## src/rtl/ille_pkg.sv

```systemverilog
// shared types and constants of the indexed linked-list engine
// command and status structs between controller and datapath, op codes, field widths
// no dependencies
package ille_pkg;

	// default table geometry
	localparam int PROC_ENTRIES_DEF = 64;
	localparam int LIST_PAIRS_DEF   = 32;
	localparam int KEY_BITS_DEF     = 32;

	// fixed port field widths
	localparam int OP_W    = 3;
	localparam int ITEM_W  = 6;
	localparam int END_W   = 7;
	localparam int SKEY_W  = 32;
	localparam int VALUE_W = 7;

	typedef enum logic [OP_W-1:0] {
		OP_NEW    = 3'd0,
		OP_APPEND = 3'd1,
		OP_REMOVE = 3'd2,
		OP_FIRST  = 3'd3,
		OP_LAST   = 3'd4,
		OP_INSERT = 3'd5
	} op_t;

	// table address sources
	typedef enum logic [3:0] {
		ADR_IN_ITEM,
		ADR_IN_END,
		ADR_ITEM,
		ADR_END,
		ADR_A,
		ADR_B,
		ADR_RD_NEXT,
		ADR_RD_PREV,
		ADR_TAKE
	} adr_sel_t;

	// link write data sources
	typedef enum logic [2:0] {
		LNK_ITEM,
		LNK_END,
		LNK_A,
		LNK_B,
		LNK_NULL,
		LNK_RD_NEXT,
		LNK_RD_PREV
	} lnk_sel_t;

	typedef enum logic [1:0] {
		KY_ZERO,
		KY_MAX,
		KY_NEW
	} key_sel_t;

	typedef enum logic [1:0] {
		A_HOLD,
		A_RD_NEXT,
		A_TAKE
	} a_sel_t;

	typedef enum logic {
		B_HOLD,
		B_RD_PREV
	} b_sel_t;

	typedef struct packed {
		logic     load;
		adr_sel_t rsel;
		a_sel_t   a_sel;
		b_sel_t   b_sel;
		logic     nx_we;
		adr_sel_t nx_addr;
		lnk_sel_t nx_data;
		logic     pv_we;
		adr_sel_t pv_addr;
		lnk_sel_t pv_data;
		logic     ky_we;
		adr_sel_t ky_addr;
		key_sel_t ky_data;
		logic     alloc;
		logic     steps_clr;
		logic     steps_inc;
		logic     set_empty;
		logic     out_load;
	} cmd_t;

	typedef struct packed {
		logic full;
		logic take_ok;
		logic walk_more;
	} stat_t;

endpackage

```

## src/rtl/ille_ctrl.sv

```systemverilog
// sequencer of the indexed linked-list engine: one state per table access step
// drives the datapath command struct and both handshakes
// depends on ille_pkg
module ille_ctrl (
	input  logic                      clk,
	input  logic                      arst_n,
	input  logic                      in_valid,
	output logic                      in_stall,
	input  logic [ille_pkg::OP_W-1:0] op,
	output logic                      out_valid,
	input  logic                      out_stall,
	input  ille_pkg::stat_t           stat,
	output ille_pkg::cmd_t            cmd
);

	typedef enum logic [3:0] {
		ST_IDLE,
		ST_NEW_HEAD,
		ST_NEW_TAIL,
		ST_APP_LINK,
		ST_APP_FIX,
		ST_UNLINK,
		ST_TAKE,
		ST_INS_START,
		ST_INS_WALK,
		ST_INS_FIX,
		ST_FIN
	} state_t;

	state_t state_q;
	state_t state_d;
	logic   out_valid_q;
	ille_pkg::op_t op_in;

	assign op_in = ille_pkg::op_t'(op);

	always_comb begin
		cmd     = '0;
		state_d = state_q;
		case (state_q)
			ST_IDLE: begin
				cmd.rsel = (op_in == ille_pkg::OP_REMOVE) ? ille_pkg::ADR_IN_ITEM
					: ille_pkg::ADR_IN_END;
				if (in_valid) begin
					cmd.load = 1'b1;
					case (op_in)
						ille_pkg::OP_NEW:    state_d = ST_NEW_HEAD;
						ille_pkg::OP_APPEND: state_d = ST_APP_LINK;
						ille_pkg::OP_REMOVE: state_d = ST_UNLINK;
						ille_pkg::OP_FIRST,
						ille_pkg::OP_LAST:   state_d = ST_TAKE;
						ille_pkg::OP_INSERT: state_d = ST_INS_START;
						default:             state_d = ST_FIN;
					endcase
				end
			end
			ST_NEW_HEAD: begin
				if (stat.full) begin
					state_d = ST_FIN;
				end else begin
					cmd.nx_we   = 1'b1;
					cmd.nx_addr = ille_pkg::ADR_A;
					cmd.nx_data = ille_pkg::LNK_B;
					cmd.pv_we   = 1'b1;
					cmd.pv_addr = ille_pkg::ADR_A;
					cmd.pv_data = ille_pkg::LNK_NULL;
					cmd.ky_we   = 1'b1;
					cmd.ky_addr = ille_pkg::ADR_A;
					cmd.ky_data = ille_pkg::KY_ZERO;
					state_d     = ST_NEW_TAIL;
				end
			end
			ST_NEW_TAIL: begin
				cmd.nx_we   = 1'b1;
				cmd.nx_addr = ille_pkg::ADR_B;
				cmd.nx_data = ille_pkg::LNK_NULL;
				cmd.pv_we   = 1'b1;
				cmd.pv_addr = ille_pkg::ADR_B;
				cmd.pv_data = ille_pkg::LNK_A;
				cmd.ky_we   = 1'b1;
				cmd.ky_addr = ille_pkg::ADR_B;
				cmd.ky_data = ille_pkg::KY_MAX;
				cmd.alloc   = 1'b1;
				state_d     = ST_FIN;
			end
			ST_APP_LINK: begin
				// read data holds the tail's previous link
				cmd.nx_we   = 1'b1;
				cmd.nx_addr = ille_pkg::ADR_ITEM;
				cmd.nx_data = ille_pkg::LNK_END;
				cmd.pv_we   = 1'b1;
				cmd.pv_addr = ille_pkg::ADR_ITEM;
				cmd.pv_data = ille_pkg::LNK_RD_PREV;
				cmd.b_sel   = ille_pkg::B_RD_PREV;
				state_d     = ST_APP_FIX;
			end
			ST_APP_FIX: begin
				cmd.nx_we   = 1'b1;
				cmd.nx_addr = ille_pkg::ADR_B;
				cmd.nx_data = ille_pkg::LNK_ITEM;
				cmd.pv_we   = 1'b1;
				cmd.pv_addr = ille_pkg::ADR_END;
				cmd.pv_data = ille_pkg::LNK_ITEM;
				state_d     = ST_FIN;
			end
			ST_UNLINK: begin
				// read data holds both links of the entry being unlinked
				cmd.nx_we   = 1'b1;
				cmd.nx_addr = ille_pkg::ADR_RD_PREV;
				cmd.nx_data = ille_pkg::LNK_RD_NEXT;
				cmd.pv_we   = 1'b1;
				cmd.pv_addr = ille_pkg::ADR_RD_NEXT;
				cmd.pv_data = ille_pkg::LNK_RD_PREV;
				state_d     = ST_FIN;
			end
			ST_TAKE: begin
				if (stat.take_ok) begin
					cmd.a_sel = ille_pkg::A_TAKE;
					cmd.rsel  = ille_pkg::ADR_TAKE;
					state_d   = ST_UNLINK;
				end else begin
					cmd.set_empty = 1'b1;
					state_d       = ST_FIN;
				end
			end
			ST_INS_START: begin
				cmd.a_sel     = ille_pkg::A_RD_NEXT;
				cmd.rsel      = ille_pkg::ADR_RD_NEXT;
				cmd.steps_clr = 1'b1;
				state_d       = ST_INS_WALK;
			end
			ST_INS_WALK: begin
				cmd.rsel = ille_pkg::ADR_RD_NEXT;
				if (stat.walk_more) begin
					cmd.a_sel     = ille_pkg::A_RD_NEXT;
					cmd.steps_inc = 1'b1;
				end else begin
					cmd.b_sel   = ille_pkg::B_RD_PREV;
					cmd.nx_we   = 1'b1;
					cmd.nx_addr = ille_pkg::ADR_ITEM;
					cmd.nx_data = ille_pkg::LNK_A;
					cmd.pv_we   = 1'b1;
					cmd.pv_addr = ille_pkg::ADR_ITEM;
					cmd.pv_data = ille_pkg::LNK_RD_PREV;
					cmd.ky_we   = 1'b1;
					cmd.ky_addr = ille_pkg::ADR_ITEM;
					cmd.ky_data = ille_pkg::KY_NEW;
					state_d     = ST_INS_FIX;
				end
			end
			ST_INS_FIX: begin
				cmd.nx_we   = 1'b1;
				cmd.nx_addr = ille_pkg::ADR_B;
				cmd.nx_data = ille_pkg::LNK_ITEM;
				cmd.pv_we   = 1'b1;
				cmd.pv_addr = ille_pkg::ADR_A;
				cmd.pv_data = ille_pkg::LNK_ITEM;
				state_d     = ST_FIN;
			end
			ST_FIN: begin
				if (!out_valid_q || !out_stall) begin
					cmd.out_load = 1'b1;
					state_d      = ST_IDLE;
				end
			end
			default: state_d = ST_IDLE;
		endcase
	end

	always_ff @(posedge clk or negedge arst_n) begin
		if (!arst_n) begin
			state_q     <= ST_IDLE;
			out_valid_q <= 1'b0;
		end else begin
			state_q <= state_d;
			if (cmd.out_load) begin
				out_valid_q <= 1'b1;
			end else if (!out_stall) begin
				out_valid_q <= 1'b0;
			end
		end
	end

	assign in_stall  = (state_q != ST_IDLE);
	assign out_valid = out_valid_q;

endmodule

```

## config.mk

```make
export PLATFORM = sky130hd
export DESIGN_NAME = ille_ctrl
export DESIGN_NICKNAME = d
export VERILOG_FILES = /design/src/rtl/ille_pkg.sv /design/src/rtl/ille_ctrl.sv
export SDC_FILE = /design/constraint.sdc
export NUM_CORES = 1
export LEC_CHECK = 0
export ABC_AREA = 1
export BUFFER_PORTS_ARGS = -buffer_cell sky130_fd_sc_hd__buf_2
export CELL_PAD_IN_SITES_DETAIL_PLACEMENT = 2
export CELL_PAD_IN_SITES_GLOBAL_PLACEMENT = 2
export CORE_UTILIZATION = 19
export DETAILED_ROUTE_END_ITERATION = 7
export GPL_TIMING_DRIVEN = 0
export PLACE_DENSITY = 0.93
export SYNTH_ARGS = -nofsm -noshare
export SYNTH_HDL_FRONTEND = slang
export SYNTH_SLANG_ARGS = --single-unit
```

## constraint.sdc

```tcl
create_clock -name clk -period 3.3 [get_ports clk]
set_clock_uncertainty 0.1 [all_clocks]
set_input_delay 0.99 -clock clk [delete_from_list [all_inputs] [get_ports clk]]
set_output_delay 0.99 -clock clk [all_outputs]
set_load 0.02 [all_outputs]
```

==> flow_summary.ini <==
[global_routing]
grt_pass1_vias = 788
grt_max_degree = 10
grt_overflow = 0
antenna_found_initial = 0
grt_pass1_wl_microns = 3510
grt_usage_pct = 12.7

[synth]
synthFlopType = dfrtp_1
synth_common_cells = 34 x nand2_1, 20 x inv_1, 11 x nor2_1
yosys_register_bits = 5
ys_seq_area_share_pct = 18.3
netlist-cell-type-count = 20
syn_inst = 118
synth_area_leader_cell = nand2_1
synth_edf_count = 0
syn_area_sq_um = 683
synth_top_area_share_pct = 18.7
synth.most_common_cell = nand2_1
syn_avg_cell_area_sq_um = 5.79
yosysWarnings = 0
ys_top_cells_by_area = nand2_1 19%, dfrtp_1 18%, inv_1 11%
async_flop_share_pct = 100

[drt]
met3WireLength_microns = 104
m1WireLength_microns = 966
drt_iter0_markers = 17
drt_wl_total_microns = 2270
wl_met2_microns = 1160
via_per_inst = 4.14
antenna_left = 0
dr.pass1.iters = 4
drc = 0
routed.top_layer = met4
vias = 887
wl_per_cell_microns = 10.6

[sta]
rsz0062_at_grt = no
hold_viol = 0
maxSlewViolCount = 0
fmax_ghz = 0.341
tns_ns = 0
setup_viol_count_final = 0
period_needed_ns = 2.94
finalCritPeriodShare_pct = 89.0

[setup_path]
slowest_delay_ns = 0.23
critical-path-top-delay-family = buffers and inverters
crit_path_cell_trace = buf_2, or2_1, buf_6, nand2_4, inv_2, nand3_2, buf_4, buf_2
crit_type = input port to output port
path_common_cell = buf_2
crit_fanout = 6
arrival_ns = 1.85
cp-end-kind = output port
crit_buf_inv = 5
worstPathRequired_ns = 2.21
worst_setup_path_start_kind = input port
crit_slowest_cell = or2_1

[clock_network]
clk_path_buf_depth = 2
numCtsBuffers = 3
cts-root-buf = clkbuf_4
cts_tree = done
clk-insertion-delay-late_ns = 0.25
cts_resized = 0
cts.reportedPaths.clkPinSlew_ns = 0.05
htree_levels = 1
cts_hold_buffers = 0
cts_setup_buffers = 0
cts_sinks = 5

[floorplanning]
rows = 21
die_height_microns = 62.0
die_w_microns = 62.0
core_sq_um = 3390
start_util_pct = 20.2
die_area_sq_um = 3840
io_pins = 48

[placed_design]
io_buffers = 43
dp.cells = 210
routabilityCongestion = 0.768
dp.final_hpwl_microns = 2000

[finish]
fin_cells = 214
drive_gt1_share_pct = 44.6
multiInputGateArea_sq_um = 404
areaGrowthSynthToFinish_pct = 45.6
seq_area_sq_um = 125
n_antenna_cell = 0
fillers = 441
fin_nets = 179

[power]
peakVddDrop_v = 0.000317
powerDensity_nw_per_um2 = 1200
p_leak_uw = 0.000750
p_total_uw = 1200

[run]
maxCapViolations = 0

[outcome]
status = completed

[min_path]
min_path_type = flip-flop to flip-flop
==> metrics by stage <==
stage / utilization, % / cell area, sq um / hold slack (ns) / setup slack (ns)
4_1_cts: 29.3 / 995 / 0.394 / 0.350
6_report: 29.3 / 995 / 0.389 / 0.365
5_1_grt: 29.3 / 995 / 0.432 / 0.252
3_5_place_dp: 28.5 / 967 / 0.383 / 0.352
2_1_floorplan: - / 694 / 0.504 / 0.462
3_3_place_gp: 28.5 / 967 / 0.378 / 0.368
==> report_power, final <==
group / internal, uW / total, uW / switching [uW]
Clock: 44.1 / 73.3 / 29.3
Combinational: 327 / 987 / 659
Sequential: 92.1 / 137 / 44.7
Total: 463 / 1200 / 733
==> kinds of logic after synthesis <==
| group | after synthesis | share of synthesized area (%) |
|---|---|---|
| compound gates | 5 | 4.40 |
| flops | 5 | 18.3 |
| simple gates | 73 | 52.6 |
| other cells | 1 | 0.549 |
| buf+inv | 34 | 24.2 |
==> final cells by class <==
cell class / count / area share (%)
buffer: 9 / 7.17
clock buffer: 3 / 2.26
clock inverter: 1 / 0.503
inverter: 25 / 9.43
multi-input combinational: 82 / 40.6
sequential: 5 / 12.6
tap: 46 / 5.79
timing repair buffer: 43 / 21.6
==> worst reg2reg max path, cell delays in order, from the launching register on <==
cell and delay, ns:
dfrtp_1 0.45, nor2_2 0.32, inv_2 0.08, nor2_4 0.12, nand2_1 0.12, nand2_1 0.11
nor2_2 0.06, nand2_1 0.07, nand2_1 0.05
==> sequential cells by signal (all words and copies together), names as in the netlist <==
| register | cells |
|---|---|
| state_q | 4 |
| out_valid | 1 |
==> final timing paths <==
kind                       startpoint    endpoint  slack [ns]  depth (start not counted)
min reg2reg                 out_valid   out_valid        0.39                          2
max reg2reg                state_q[1]  state_q[1]        1.71                          8
min in group asynchronous      arst_n   out_valid        0.45                          1
max                           stat[2]     cmd[27]        0.36                          8
min                         out_valid   out_valid        0.39                          2
max in group asynchronous      arst_n  state_q[2]        2.51                          1
==> routing by layer <==
layer  track usage [%]  up-vias
met4              6.67        0
met2              22.6       33
li1                  -      442
met5                 0        -
met3              1.66        4
met1              14.8      408
==> placed cells by master (no fill, tap or decap) <==
master	n
buf_2	43
nand2_1	34
inv_1	20
nor2_1	11
nand3_1	10
buf_4	8
inv_2	5
dfrtp_1	5
nor2_2	4
nand2_2	4
conb_1	4
nor2_4	3
o21ai_0	3
clkbuf_4	3
nand4_1	2
nand3_2	2
o211ai_1	1
or2_1	1
buf_6	1
nand2_4	1
and2_1	1
o21a_1	1
clkinv_2	1
Power figures use the tool's default switching activity.
